$ cat config.mk
export PLATFORM = sky130hd
export DESIGN_NAME = audio_volume_dac_formatter_unit_flat
export DESIGN_NICKNAME = d
export VERILOG_FILES = /design/src/sv/avdf_pkg.sv /design/src/sv/avdf_in_if.sv /design/src/sv/avdf_out_if.sv /design/src/sv/avdf_lane.sv /design/src/sv/avdf_format.sv /design/src/sv/audio_volume_dac_formatter_unit.sv /design/src/flat_wrapper.sv
export SDC_FILE = /design/constraint.sdc
export NUM_CORES = 2
export LEC_CHECK = 0
export BUFFER_PORTS_ARGS = -buffer_cell sky130_fd_sc_hd__buf_2
export CORE_ASPECT_RATIO = 0.5
export CORE_MARGIN = 4
export CORE_UTILIZATION = 40
export CTS_CLUSTER_DIAMETER = 120
export DETAILED_ROUTE_END_ITERATION = 16
export GPL_ROUTABILITY_DRIVEN = 0
export PLACE_DENSITY = 0.67
export SYNTH_ARGS = -nofsm -noshare
export SYNTH_HDL_FRONTEND = slang
export SYNTH_SLANG_ARGS = --single-unit
$ cat constraint.sdc
create_clock -name clk -period 7.1 [get_ports clk]
set_input_delay 1.42 -clock clk [delete_from_list [all_inputs] [get_ports clk]]
set_output_delay 1.42 -clock clk [all_outputs]
set_load 0.05 [all_outputs]
$ cat src/sv/avdf_pkg.sv
`default_nettype none
package avdf_pkg;

  localparam int GAIN_ENTRIES = 9;
  localparam logic [3:0] GAIN_LAST_IDX = 4'(GAIN_ENTRIES - 1);

  // Register indexes on the configuration port
  localparam logic [1:0] REG_VOLUME = 2'd0;
  localparam logic [1:0] REG_SINK   = 2'd1;
  localparam logic [1:0] REG_MUTE   = 2'd2;

  // sink_mode codes
  localparam logic SINK_SPEAKER = 1'b0;
  localparam logic SINK_DAC     = 1'b1;

  localparam logic [3:0] VOLUME_RESET = 4'd3;

  localparam int SPK_MAGNITUDE = 254;
  localparam int SPK_HALF      = 127;
  localparam logic [7:0] SPK_BIAS = 8'h80;

  // floor(x / 125) = (x * RECIP_125) >> RECIP_SHIFT, exact for x < 2**22
  localparam int COEF_W      = 18;
  localparam int PROD_W      = 34;
  localparam int RED_W       = 22;
  localparam int RECIP_W     = 23;
  localparam int QFULL_W     = RED_W + RECIP_W;
  localparam int RECIP_SHIFT = 29;
  localparam logic [RECIP_W-1:0] RECIP_125 = 23'd4294968;

  localparam logic signed [16:0] DAC_MAX     = 17'sd32767;
  localparam logic signed [16:0] DAC_MIN     = -17'sd32768;
  localparam logic [15:0]        DAC_MAX_W   = 16'h7FFF;
  localparam logic [15:0]        DAC_MIN_SAT = 16'h8001;

  typedef struct packed {
    logic spk;
    logic zero_gain;
    logic last;
  } stage_ctl_t;

  typedef struct packed {
    logic ld_prod;
    logic ld_quot;
    logic spk;
  } lane_ctl_t;

  function automatic logic [9:0] gain_of(input logic [3:0] idx);
    logic [9:0] g;
    case (idx)
      4'd0: g = 10'd0;
      4'd1: g = 10'd60;
      4'd2: g = 10'd125;
      4'd3: g = 10'd187;
      4'd4: g = 10'd250;
      4'd5: g = 10'd375;
      4'd6: g = 10'd500;
      4'd7: g = 10'd750;
      default: g = 10'd1000;
    endcase
    return g;
  endfunction

endpackage
`default_nettype wire

$ cat src/sv/avdf_in_if.sv
`default_nettype none
interface avdf_in_if;
  logic               valid;
  logic               ready;
  logic signed [15:0] left_sample;
  logic signed [15:0] right_sample;
  logic               frame_last;

  modport source (output valid, output left_sample, output right_sample, output frame_last,
                  input ready);
  modport sink (input valid, input left_sample, input right_sample, input frame_last,
                output ready);
endinterface
`default_nettype wire

$ cat src/sv/avdf_out_if.sv
`default_nettype none
interface avdf_out_if;
  logic               valid;
  logic               ready;
  logic signed [15:0] out_first;
  logic signed [15:0] out_second;
  logic               block_end;

  modport source (output valid, output out_first, output out_second, output block_end,
                  input ready);
  modport sink (input valid, input out_first, input out_second, input block_end,
                output ready);
endinterface
`default_nettype wire

$ cat src/sv/avdf_lane.sv
`default_nettype none
module avdf_lane (
  input  wire logic                            clk,
  input  wire logic [15:0]                     mag,
  input  wire logic                            neg,
  input  wire logic [avdf_pkg::COEF_W-1:0]     coef,
  input  wire avdf_pkg::lane_ctl_t             ctl,
  output logic [15:0]                          quot,
  output logic                                 quot_neg
);

  logic [avdf_pkg::PROD_W-1:0]  prod;
  logic                         prod_neg;
  logic [avdf_pkg::QFULL_W-1:0] qfull;
  logic [avdf_pkg::RED_W-1:0]   red;

  always_ff @(posedge clk) begin
    if (ctl.ld_prod) begin
      prod     <= {{(avdf_pkg::PROD_W-16){1'b0}}, mag}
                * {{(avdf_pkg::PROD_W-avdf_pkg::COEF_W){1'b0}}, coef};
      prod_neg <= neg;
    end
  end

  // speaker: /2^15 then /8; dac: /8. Both leave /125.
  always_comb begin
    if (ctl.spk) begin
      red = {{(avdf_pkg::RED_W-16){1'b0}}, prod[33:18]};
    end else begin
      red = prod[24:3];
    end
  end

  always_ff @(posedge clk) begin
    if (ctl.ld_quot) begin
      qfull    <= {{avdf_pkg::RECIP_W{1'b0}}, red}
                * {{avdf_pkg::RED_W{1'b0}}, avdf_pkg::RECIP_125};
      quot_neg <= prod_neg;
    end
  end

  assign quot = qfull[avdf_pkg::RECIP_SHIFT +: 16];

endmodule
`default_nettype wire

$ cat src/sv/avdf_format.sv
`default_nettype none
module avdf_format (
  input  wire logic [15:0]          q_a,
  input  wire logic                 neg_a,
  input  wire logic [15:0]          q_b,
  input  wire logic                 neg_b,
  input  wire avdf_pkg::stage_ctl_t ctl,
  output logic [15:0]               first,
  output logic [15:0]               second
);

  logic signed [16:0] val_a;
  logic signed [16:0] val_b;
  logic signed [8:0]  r;
  logic signed [8:0]  dac0;
  logic signed [8:0]  dac1;
  logic [7:0]         byte_first;
  logic [7:0]         byte_second;

  function automatic logic [15:0] dac_sat(input logic signed [16:0] v);
    logic [15:0] o;
    if (v > avdf_pkg::DAC_MAX) begin
      o = avdf_pkg::DAC_MAX_W;
    end else if (v < avdf_pkg::DAC_MIN) begin
      o = avdf_pkg::DAC_MIN_SAT;
    end else begin
      o = v[15:0];
    end
    return o;
  endfunction

  assign val_a = neg_a ? -$signed({1'b0, q_a}) : $signed({1'b0, q_a});
  assign val_b = neg_b ? -$signed({1'b0, q_b}) : $signed({1'b0, q_b});
  assign r     = val_a[8:0];

  always_comb begin
    if (r > 9'(avdf_pkg::SPK_HALF)) begin
      dac0 = 9'(avdf_pkg::SPK_HALF);
      dac1 = r - 9'(avdf_pkg::SPK_HALF);
    end else if (r < -9'(avdf_pkg::SPK_HALF)) begin
      dac0 = -9'(avdf_pkg::SPK_HALF);
      dac1 = r + 9'(avdf_pkg::SPK_HALF);
    end else begin
      dac0 = r;
      dac1 = 9'sd0;
    end
    byte_first  = avdf_pkg::SPK_BIAS - dac1[7:0];
    byte_second = dac0[7:0] + avdf_pkg::SPK_BIAS;
  end

  always_comb begin
    if (ctl.spk) begin
      if (ctl.zero_gain) begin
        first  = 16'h0000;
        second = 16'h0000;
      end else begin
        first  = {byte_first, 8'h00};
        second = {byte_second, 8'h00};
      end
    end else begin
      first  = dac_sat(val_a);
      second = dac_sat(val_b);
    end
  end

endmodule
`default_nettype wire

$ cat src/sv/audio_volume_dac_formatter_unit.sv
`default_nettype none
// Channel   Dir  Role             Payload
// samples   in   stereo frame     left_sample, right_sample, frame_last
// results   out  formatted words  out_first, out_second, block_end
// cfg_*     in   register write   cfg_index, cfg_data (no read-back)
//
// Four register stages: input, product, reciprocal product, output.
// One frame per cycle while the output is not stalled.
// Muted frames are accepted and dropped at the input stage.
// A stalled output holds; upstream stages keep filling until the pipe is full.
// rst (synchronous) empties the pipe and loads the register reset values.
module audio_volume_dac_formatter_unit (
  input  wire logic       clk,
  input  wire logic       rst,
  avdf_in_if.sink         samples,
  avdf_out_if.source      results,
  input  wire logic       cfg_wr_en,
  input  wire logic [1:0] cfg_index,
  input  wire logic [3:0] cfg_data
);

  logic [3:0] volume_level;
  logic       sink_mode;
  logic       muted;

  logic v1, v2, v3;
  logic rdy1, rdy2, rdy3, rdy_out;
  logic accept;

  avdf_pkg::stage_ctl_t c1, c2, c3;
  avdf_pkg::lane_ctl_t  lctl;

  logic [15:0]                 mag_a, mag_b;
  logic                        neg_a, neg_b;
  logic [avdf_pkg::COEF_W-1:0] coef;

  logic [16:0]                 sum;
  logic signed [15:0]          avg;
  logic [15:0]                 in_mag_a, in_mag_b;
  logic                        in_neg_a;
  logic [3:0]                  idx;
  logic [9:0]                  gain;
  logic [avdf_pkg::COEF_W-1:0] in_coef;

  logic [15:0] q_a, q_b;
  logic        qneg_a, qneg_b;
  logic [15:0] fmt_first, fmt_second;

  always_ff @(posedge clk) begin
    if (rst) begin
      volume_level <= avdf_pkg::VOLUME_RESET;
      sink_mode    <= avdf_pkg::SINK_SPEAKER;
      muted        <= 1'b0;
    end else if (cfg_wr_en) begin
      case (cfg_index)
        avdf_pkg::REG_VOLUME: volume_level <= cfg_data;
        avdf_pkg::REG_SINK:   sink_mode    <= cfg_data[0];
        avdf_pkg::REG_MUTE:   muted        <= cfg_data[0];
        default: ;
      endcase
    end
  end

  assign rdy_out       = !results.valid || results.ready;
  assign rdy3          = !v3 || rdy_out;
  assign rdy2          = !v2 || rdy3;
  assign rdy1          = !v1 || rdy2;
  assign samples.ready = rdy1;
  assign accept        = samples.valid && rdy1;

  assign sum      = {samples.left_sample[15], samples.left_sample}
                  + {samples.right_sample[15], samples.right_sample};
  assign avg      = sum[16:1];
  assign in_neg_a = (sink_mode == avdf_pkg::SINK_SPEAKER) ? avg[15] : samples.left_sample[15];
  assign idx      = (volume_level > avdf_pkg::GAIN_LAST_IDX) ? avdf_pkg::GAIN_LAST_IDX
                                                             : volume_level;
  assign gain     = avdf_pkg::gain_of(idx);

  always_comb begin
    if (sink_mode == avdf_pkg::SINK_SPEAKER) begin
      in_mag_a = avg[15] ? 16'(-avg) : avg;
      in_coef  = avdf_pkg::COEF_W'(avdf_pkg::SPK_MAGNITUDE * gain);
    end else begin
      in_mag_a = samples.left_sample[15] ? 16'(-samples.left_sample) : samples.left_sample;
      in_coef  = {{(avdf_pkg::COEF_W-10){1'b0}}, gain};
    end
    in_mag_b = samples.right_sample[15] ? 16'(-samples.right_sample) : samples.right_sample;
  end

  always_ff @(posedge clk) begin
    if (rst) begin
      v1 <= 1'b0;
      v2 <= 1'b0;
      v3 <= 1'b0;
      results.valid <= 1'b0;
    end else begin
      if (rdy1) begin
        v1 <= samples.valid && !muted;
      end
      if (rdy2) begin
        v2 <= v1;
      end
      if (rdy3) begin
        v3 <= v2;
      end
      if (rdy_out) begin
        results.valid <= v3;
      end
    end
  end

  always_ff @(posedge clk) begin
    if (accept) begin
      mag_a        <= in_mag_a;
      neg_a        <= in_neg_a;
      mag_b        <= in_mag_b;
      neg_b        <= samples.right_sample[15];
      coef         <= in_coef;
      c1.spk       <= (sink_mode == avdf_pkg::SINK_SPEAKER);
      c1.zero_gain <= (gain == 10'd0);
      c1.last      <= samples.frame_last;
    end
    if (rdy2 && v1) begin
      c2 <= c1;
    end
    if (rdy3 && v2) begin
      c3 <= c2;
    end
    if (rdy_out && v3) begin
      results.out_first  <= fmt_first;
      results.out_second <= fmt_second;
      results.block_end  <= c3.last;
    end
  end

  assign lctl.ld_prod = rdy2 && v1;
  assign lctl.ld_quot = rdy3 && v2;
  assign lctl.spk     = c2.spk;

  avdf_lane u_lane_a (
    .clk      (clk),
    .mag      (mag_a),
    .neg      (neg_a),
    .coef     (coef),
    .ctl      (lctl),
    .quot     (q_a),
    .quot_neg (qneg_a)
  );

  avdf_lane u_lane_b (
    .clk      (clk),
    .mag      (mag_b),
    .neg      (neg_b),
    .coef     (coef),
    .ctl      (lctl),
    .quot     (q_b),
    .quot_neg (qneg_b)
  );

  avdf_format u_format (
    .q_a    (q_a),
    .neg_a  (qneg_a),
    .q_b    (q_b),
    .neg_b  (qneg_b),
    .ctl    (c3),
    .first  (fmt_first),
    .second (fmt_second)
  );

  a_mute_drop: assert property (@(posedge clk) disable iff (rst)
    accept && muted |=> !v1)
    else $error("muted transaction entered the pipe");

  a_spk_range: assert property (@(posedge clk) disable iff (rst)
    v3 && c3.spk |-> q_a <= 16'd254)
    else $error("speaker level out of range");

  a_dac_range: assert property (@(posedge clk) disable iff (rst)
    v3 && !c3.spk |-> (q_a <= 16'd32768) && (q_b <= 16'd32768))
    else $error("dac quotient out of range");

  a_stall_hold: assert property (@(posedge clk) disable iff (rst)
    results.valid && !results.ready && v3 |=> v3)
    else $error("stage three lost a transaction under stall");

endmodule
`default_nettype wire

$ cat src/flat_wrapper.sv
// flat-port wrapper written by rule: the top's interface ports become plain ports
module audio_volume_dac_formatter_unit_flat 
  (clk, rst, cfg_wr_en, cfg_index, cfg_data, samples_valid, samples_left_sample, samples_right_sample, samples_frame_last, samples_ready, results_valid, results_out_first, results_out_second, results_block_end, results_ready);
  avdf_in_if samples_i ();
  avdf_out_if results_i ();
  input  wire logic clk;
  input  wire logic rst;
  input  wire logic cfg_wr_en;
  input  wire logic [1:0] cfg_index;
  input  wire logic [3:0] cfg_data;
  input wire logic [$bits(samples_i.valid)-1:0] samples_valid;
  input wire logic [$bits(samples_i.left_sample)-1:0] samples_left_sample;
  input wire logic [$bits(samples_i.right_sample)-1:0] samples_right_sample;
  input wire logic [$bits(samples_i.frame_last)-1:0] samples_frame_last;
  output wire logic [$bits(samples_i.ready)-1:0] samples_ready;
  output wire logic [$bits(results_i.valid)-1:0] results_valid;
  output wire logic [$bits(results_i.out_first)-1:0] results_out_first;
  output wire logic [$bits(results_i.out_second)-1:0] results_out_second;
  output wire logic [$bits(results_i.block_end)-1:0] results_block_end;
  input wire logic [$bits(results_i.ready)-1:0] results_ready;
  assign samples_i.valid = samples_valid;
  assign samples_i.left_sample = samples_left_sample;
  assign samples_i.right_sample = samples_right_sample;
  assign samples_i.frame_last = samples_frame_last;
  assign samples_ready = samples_i.ready;
  assign results_valid = results_i.valid;
  assign results_out_first = results_i.out_first;
  assign results_out_second = results_i.out_second;
  assign results_block_end = results_i.block_end;
  assign results_i.ready = results_ready;
  audio_volume_dac_formatter_unit u_core (.clk(clk), .rst(rst), .samples(samples_i), .results(results_i), .cfg_wr_en(cfg_wr_en), .cfg_index(cfg_index), .cfg_data(cfg_data));
endmodule
==> impl_summary.log <==
[metrics] run status: finished, final reports clean
[metrics] total vias in the final route: 30354
[metrics] post-synth net total: 5699
[metrics] TritonCTS clock tree: done
[metrics] total congestion overflow: 0
[metrics] cell count after synthesis: 4357
[metrics] Post-route DRC: 0
[metrics] half-perimeter wire length of the detailed placement result: 85500 um
[metrics] part of the cycle the worst path needs: 95.8%
[metrics] CTS HTree Levels: 1
[metrics] maximum clock rate: 147 MHz
[metrics] clock network latency to the later pin of the worst-skew pair: 0.60 ns
[metrics] Max Root-Sink Buffers: 3
[metrics] slowest cell on the critical path: sky130_fd_sc_hd__edfxtp_1
[metrics] crit-path max FO: 15
[metrics] area enclosed by the die boundary: 111000 sq um
[metrics] clock root cell: sky130_fd_sc_hd__clkbuf_16
[metrics] final worst path period need: 6.80 ns
[metrics] kind of capture point of the worst setup path: register
[metrics] number of enable-type register cells in the synthesized netlist: 192
[metrics] post-synthesis instance area: 42100 sq um
[metrics] via count of the first global-routing pass: 32327
[metrics] worst-case setup margin in the final layout: 0.301 ns
[metrics] net total in the final layout: 5740
[metrics] FF+latch count, synth: 202
[metrics] die extent in y: 237 um
[metrics] share of async-settable or async-resettable flops after synthesis: 0%
[metrics] Final TNS setup: 0 ns
[metrics] count of boundary I/O pins: 79
[metrics] detailed-route vias per instance: 5.21
[metrics] fillers: 9811
[metrics] setup repair after global routing missed its margin: false
[metrics] post-detailed-route count of antenna-violating nets: 0
[metrics] Initial DRC Count: 2061
[metrics] Primary FF master, synth: sky130_fd_sc_hd__edfxtp_1
[metrics] routed wirelength normalized by instance count: 17.8 um
[metrics] type of the setup path with the least slack: register to register
[metrics] post-route clock skew: 0.0380 ns
[metrics] relative area change from synthesis to final layout: 7.40%
[metrics] class of the tightest hold or removal check: register to register
[metrics] clock transition at the registers of the reported paths: 0.07 ns
[metrics] Total Wirelength: 104000 um
[metrics] Startpoint Class: register
[metrics] pre-CTS setup slack: 0.288 ns
[metrics] CP required: 7.43 ns
[metrics] antenna violations before repair: 10
[metrics] Worst-Margin Slew: 1.20 ns
[metrics] Placed Cells: 5769
[metrics] sequential cell area fraction in the yosys report: 14.2%
[metrics] Placeable Area: 104000 sq um
[metrics] average footprint of a synthesized cell: 9.67 sq um
[metrics] pin count of the biggest net entering global routing: 68
[metrics] number of violations of the max-capacitance limit: 0
[metrics] first-pass GRT wire length: 170000 um
[metrics] Hold Fails Final Rpt: 0
[metrics] Final Max Tran Viols: 0
[metrics] most common cell type on the critical path: sky130_fd_sc_hd__fa_1
[metrics] TritonCTS Buffers: 25
[metrics] count of port buffers added during placement: 78
[metrics] Max-slew headroom: 19.4%
[metrics] total number of placement rows: 83
[metrics] number of clock sinks: 202
[metrics] aggregate global-route resource usage: 18.9%
[metrics] starting density of the core: 40.7%
[metrics] final standard cell count with taps included and fillers excluded: 5825
[metrics] Horiz. Die Dim: 467 um
[metrics] end-of-flow core utilization: 43.7%
[metrics] data arrival time of the worst path: 7.13 ns
[metrics] critical path, cell by cell: buf_12 -> and2_1 -> fa_1 -> inv_1 -> fa_1 -> fa_1 -> fa_1 -> inv_1 -> fa_1 -> fa_1 -> ha_1 -> a21o_1 -> a21oi_1 -> nor2b_1 -> a311oi_1 -> a21oi_1 -> nor4b_1 -> nor2_1 -> a221oi_1 -> xnor2_1
[metrics] ratio of cells with drive above 1 in the final layout: 6.20%
[metrics] Setup violations, final: 0
[metrics] number of warnings reported in the yosys synthesis log: 0
[metrics] highest-count cells in the layout ignoring fill and taps: 921 x sky130_fd_sc_hd__inv_1, 668 x sky130_fd_sc_hd__fa_1, 630 x sky130_fd_sc_hd__ha_1, 408 x sky130_fd_sc_hd__nand2_1, 283 x sky130_fd_sc_hd__and2_1
[metrics] most common cell after layout, fill and taps aside: sky130_fd_sc_hd__inv_1
[metrics] number of library cell types mapped by synthesis: 91
[metrics] slowest stage delay, CP: 0.67 ns
[metrics] DRT Pass-1 Iters: 5
## worst max-delay path: cells and delay by family, from the launching register on
family	cells	cell delay (ns)
compound gates	5	1.23
xor+xnor	1	0.10
fa+ha+maj	7	3.27
buf+inv	3	0.37
flops	1	0.67
simple gates	4	0.88
## through the flow
step	instance area [sq um]	hold WS (ns)
final	45200	0.418
after CTS	45200	0.420
after floorplan	42100	0.400
after global placement	44300	0.402
after global routing	45200	0.425
after detailed placement	44300	0.406
## metal layers
layer	share of wire [%]	track usage, %	vias up
met5	0.039	0	-
met4	2.6	4.70	6
met3	6.2	2.93	183
met2	47	32.0	920
met1	44	25.4	15208
li1	-	-	14037
## area by class of cell
cell class | count | area (sq um) | share of cell area, %
inverter | 923 | 3460 | 7.66
antenna | 7 | 17.5 | 0.0387
sequential | 202 | 5970 | 13.2
clock buffer | 27 | 633 | 1.40
timing repair buffer | 152 | 1100 | 2.43
tap | 1402 | 1750 | 3.88
clock inverter | 18 | 196 | 0.434
multi-input combinational | 3094 | 32100 | 71.0
## registers in the layout, summed over array words and instances (netlist names), 4 cells and up
signal	count
u_core.mag_b	16
u_core.coef	18
u_core.results.out_second	16
u_core.results.out_first	16
u_core.mag_a	16
u_core.u_lane_a.prod	31
u_core.u_lane_a.qfull	16
u_core.u_lane_b.qfull	16
u_core.volume_level	4
u_core.u_lane_b.prod	31
## cells by family (layout without fill, tap and decap cells)
family / count (synthesis) / after routing / synth area share (%)
adders and majority gates: 1301 / 1301 / 50.5
other: 0 / 7 / 0
muxes: 52 / 52 / 1.35
and+or+nand+nor: 1086 / 1086 / 13.0
buffers and inverters: 1061 / 1120 / 9.74
DFF: 202 / 202 / 14.2
AOI/OAI and AO/OA: 474 / 474 / 7.41
xor gates and xnor gates: 181 / 181 / 3.80
## cells in the mapped netlist (22+ instances only)
| cell | n | area share [%] |
|---|---|---|
| sky130_fd_sc_hd__clkbuf_1 | 121 | 1.1 |
| sky130_fd_sc_hd__a21oi_1 | 141 | 1.7 |
| sky130_fd_sc_hd__mux2_2 | 29 | 0.78 |
| sky130_fd_sc_hd__nor2_1 | 114 | 1.0 |
| sky130_fd_sc_hd__ha_1 | 630 | 19 |
| sky130_fd_sc_hd__nor3_1 | 54 | 0.64 |
| sky130_fd_sc_hd__xor2_1 | 58 | 1.2 |
| sky130_fd_sc_hd__nand3_1 | 37 | 0.44 |
| sky130_fd_sc_hd__nand2_1 | 408 | 3.6 |
| sky130_fd_sc_hd__inv_1 | 921 | 8.2 |
| sky130_fd_sc_hd__and2_1 | 284 | 4.2 |
| sky130_fd_sc_hd__o21ai_0 | 93 | 1.1 |
| sky130_fd_sc_hd__fa_1 | 668 | 32 |
| sky130_fd_sc_hd__xnor2_1 | 121 | 2.5 |
| sky130_fd_sc_hd__nand2b_1 | 32 | 0.48 |
| sky130_fd_sc_hd__nor2b_1 | 32 | 0.48 |
| sky130_fd_sc_hd__a21o_1 | 32 | 0.57 |
| sky130_fd_sc_hd__edfxtp_1 | 192 | 14 |
| sky130_fd_sc_hd__mux2i_1 | 22 | 0.52 |
## repair_timing
action / CTS / global route
gates resized for setup: 0 / 7
endpoints found under the hold margin: 0 / 0
hold buffers: 0 / 0
endpoints found under the setup margin: 0 / 8
buffers inserted: 0 / 3
## worst paths after layout
path | startpoint | end | slack [ns] | cells after the start
max | u_core.coef[6] | u_core.u_lane_b.prod[32] | 0.30 | 20
min | u_core.neg_b | u_core.u_lane_b.prod_neg | 0.42 | 0
max reg2reg | u_core.coef[6] | u_core.u_lane_b.prod[32] | 0.30 | 20
min reg2reg | u_core.neg_b | u_core.u_lane_b.prod_neg | 0.42 | 0
Power is left out: the tool's default activity adds up to more than one toggle a clock period on the data nets, which glitch-free logic cannot reach.
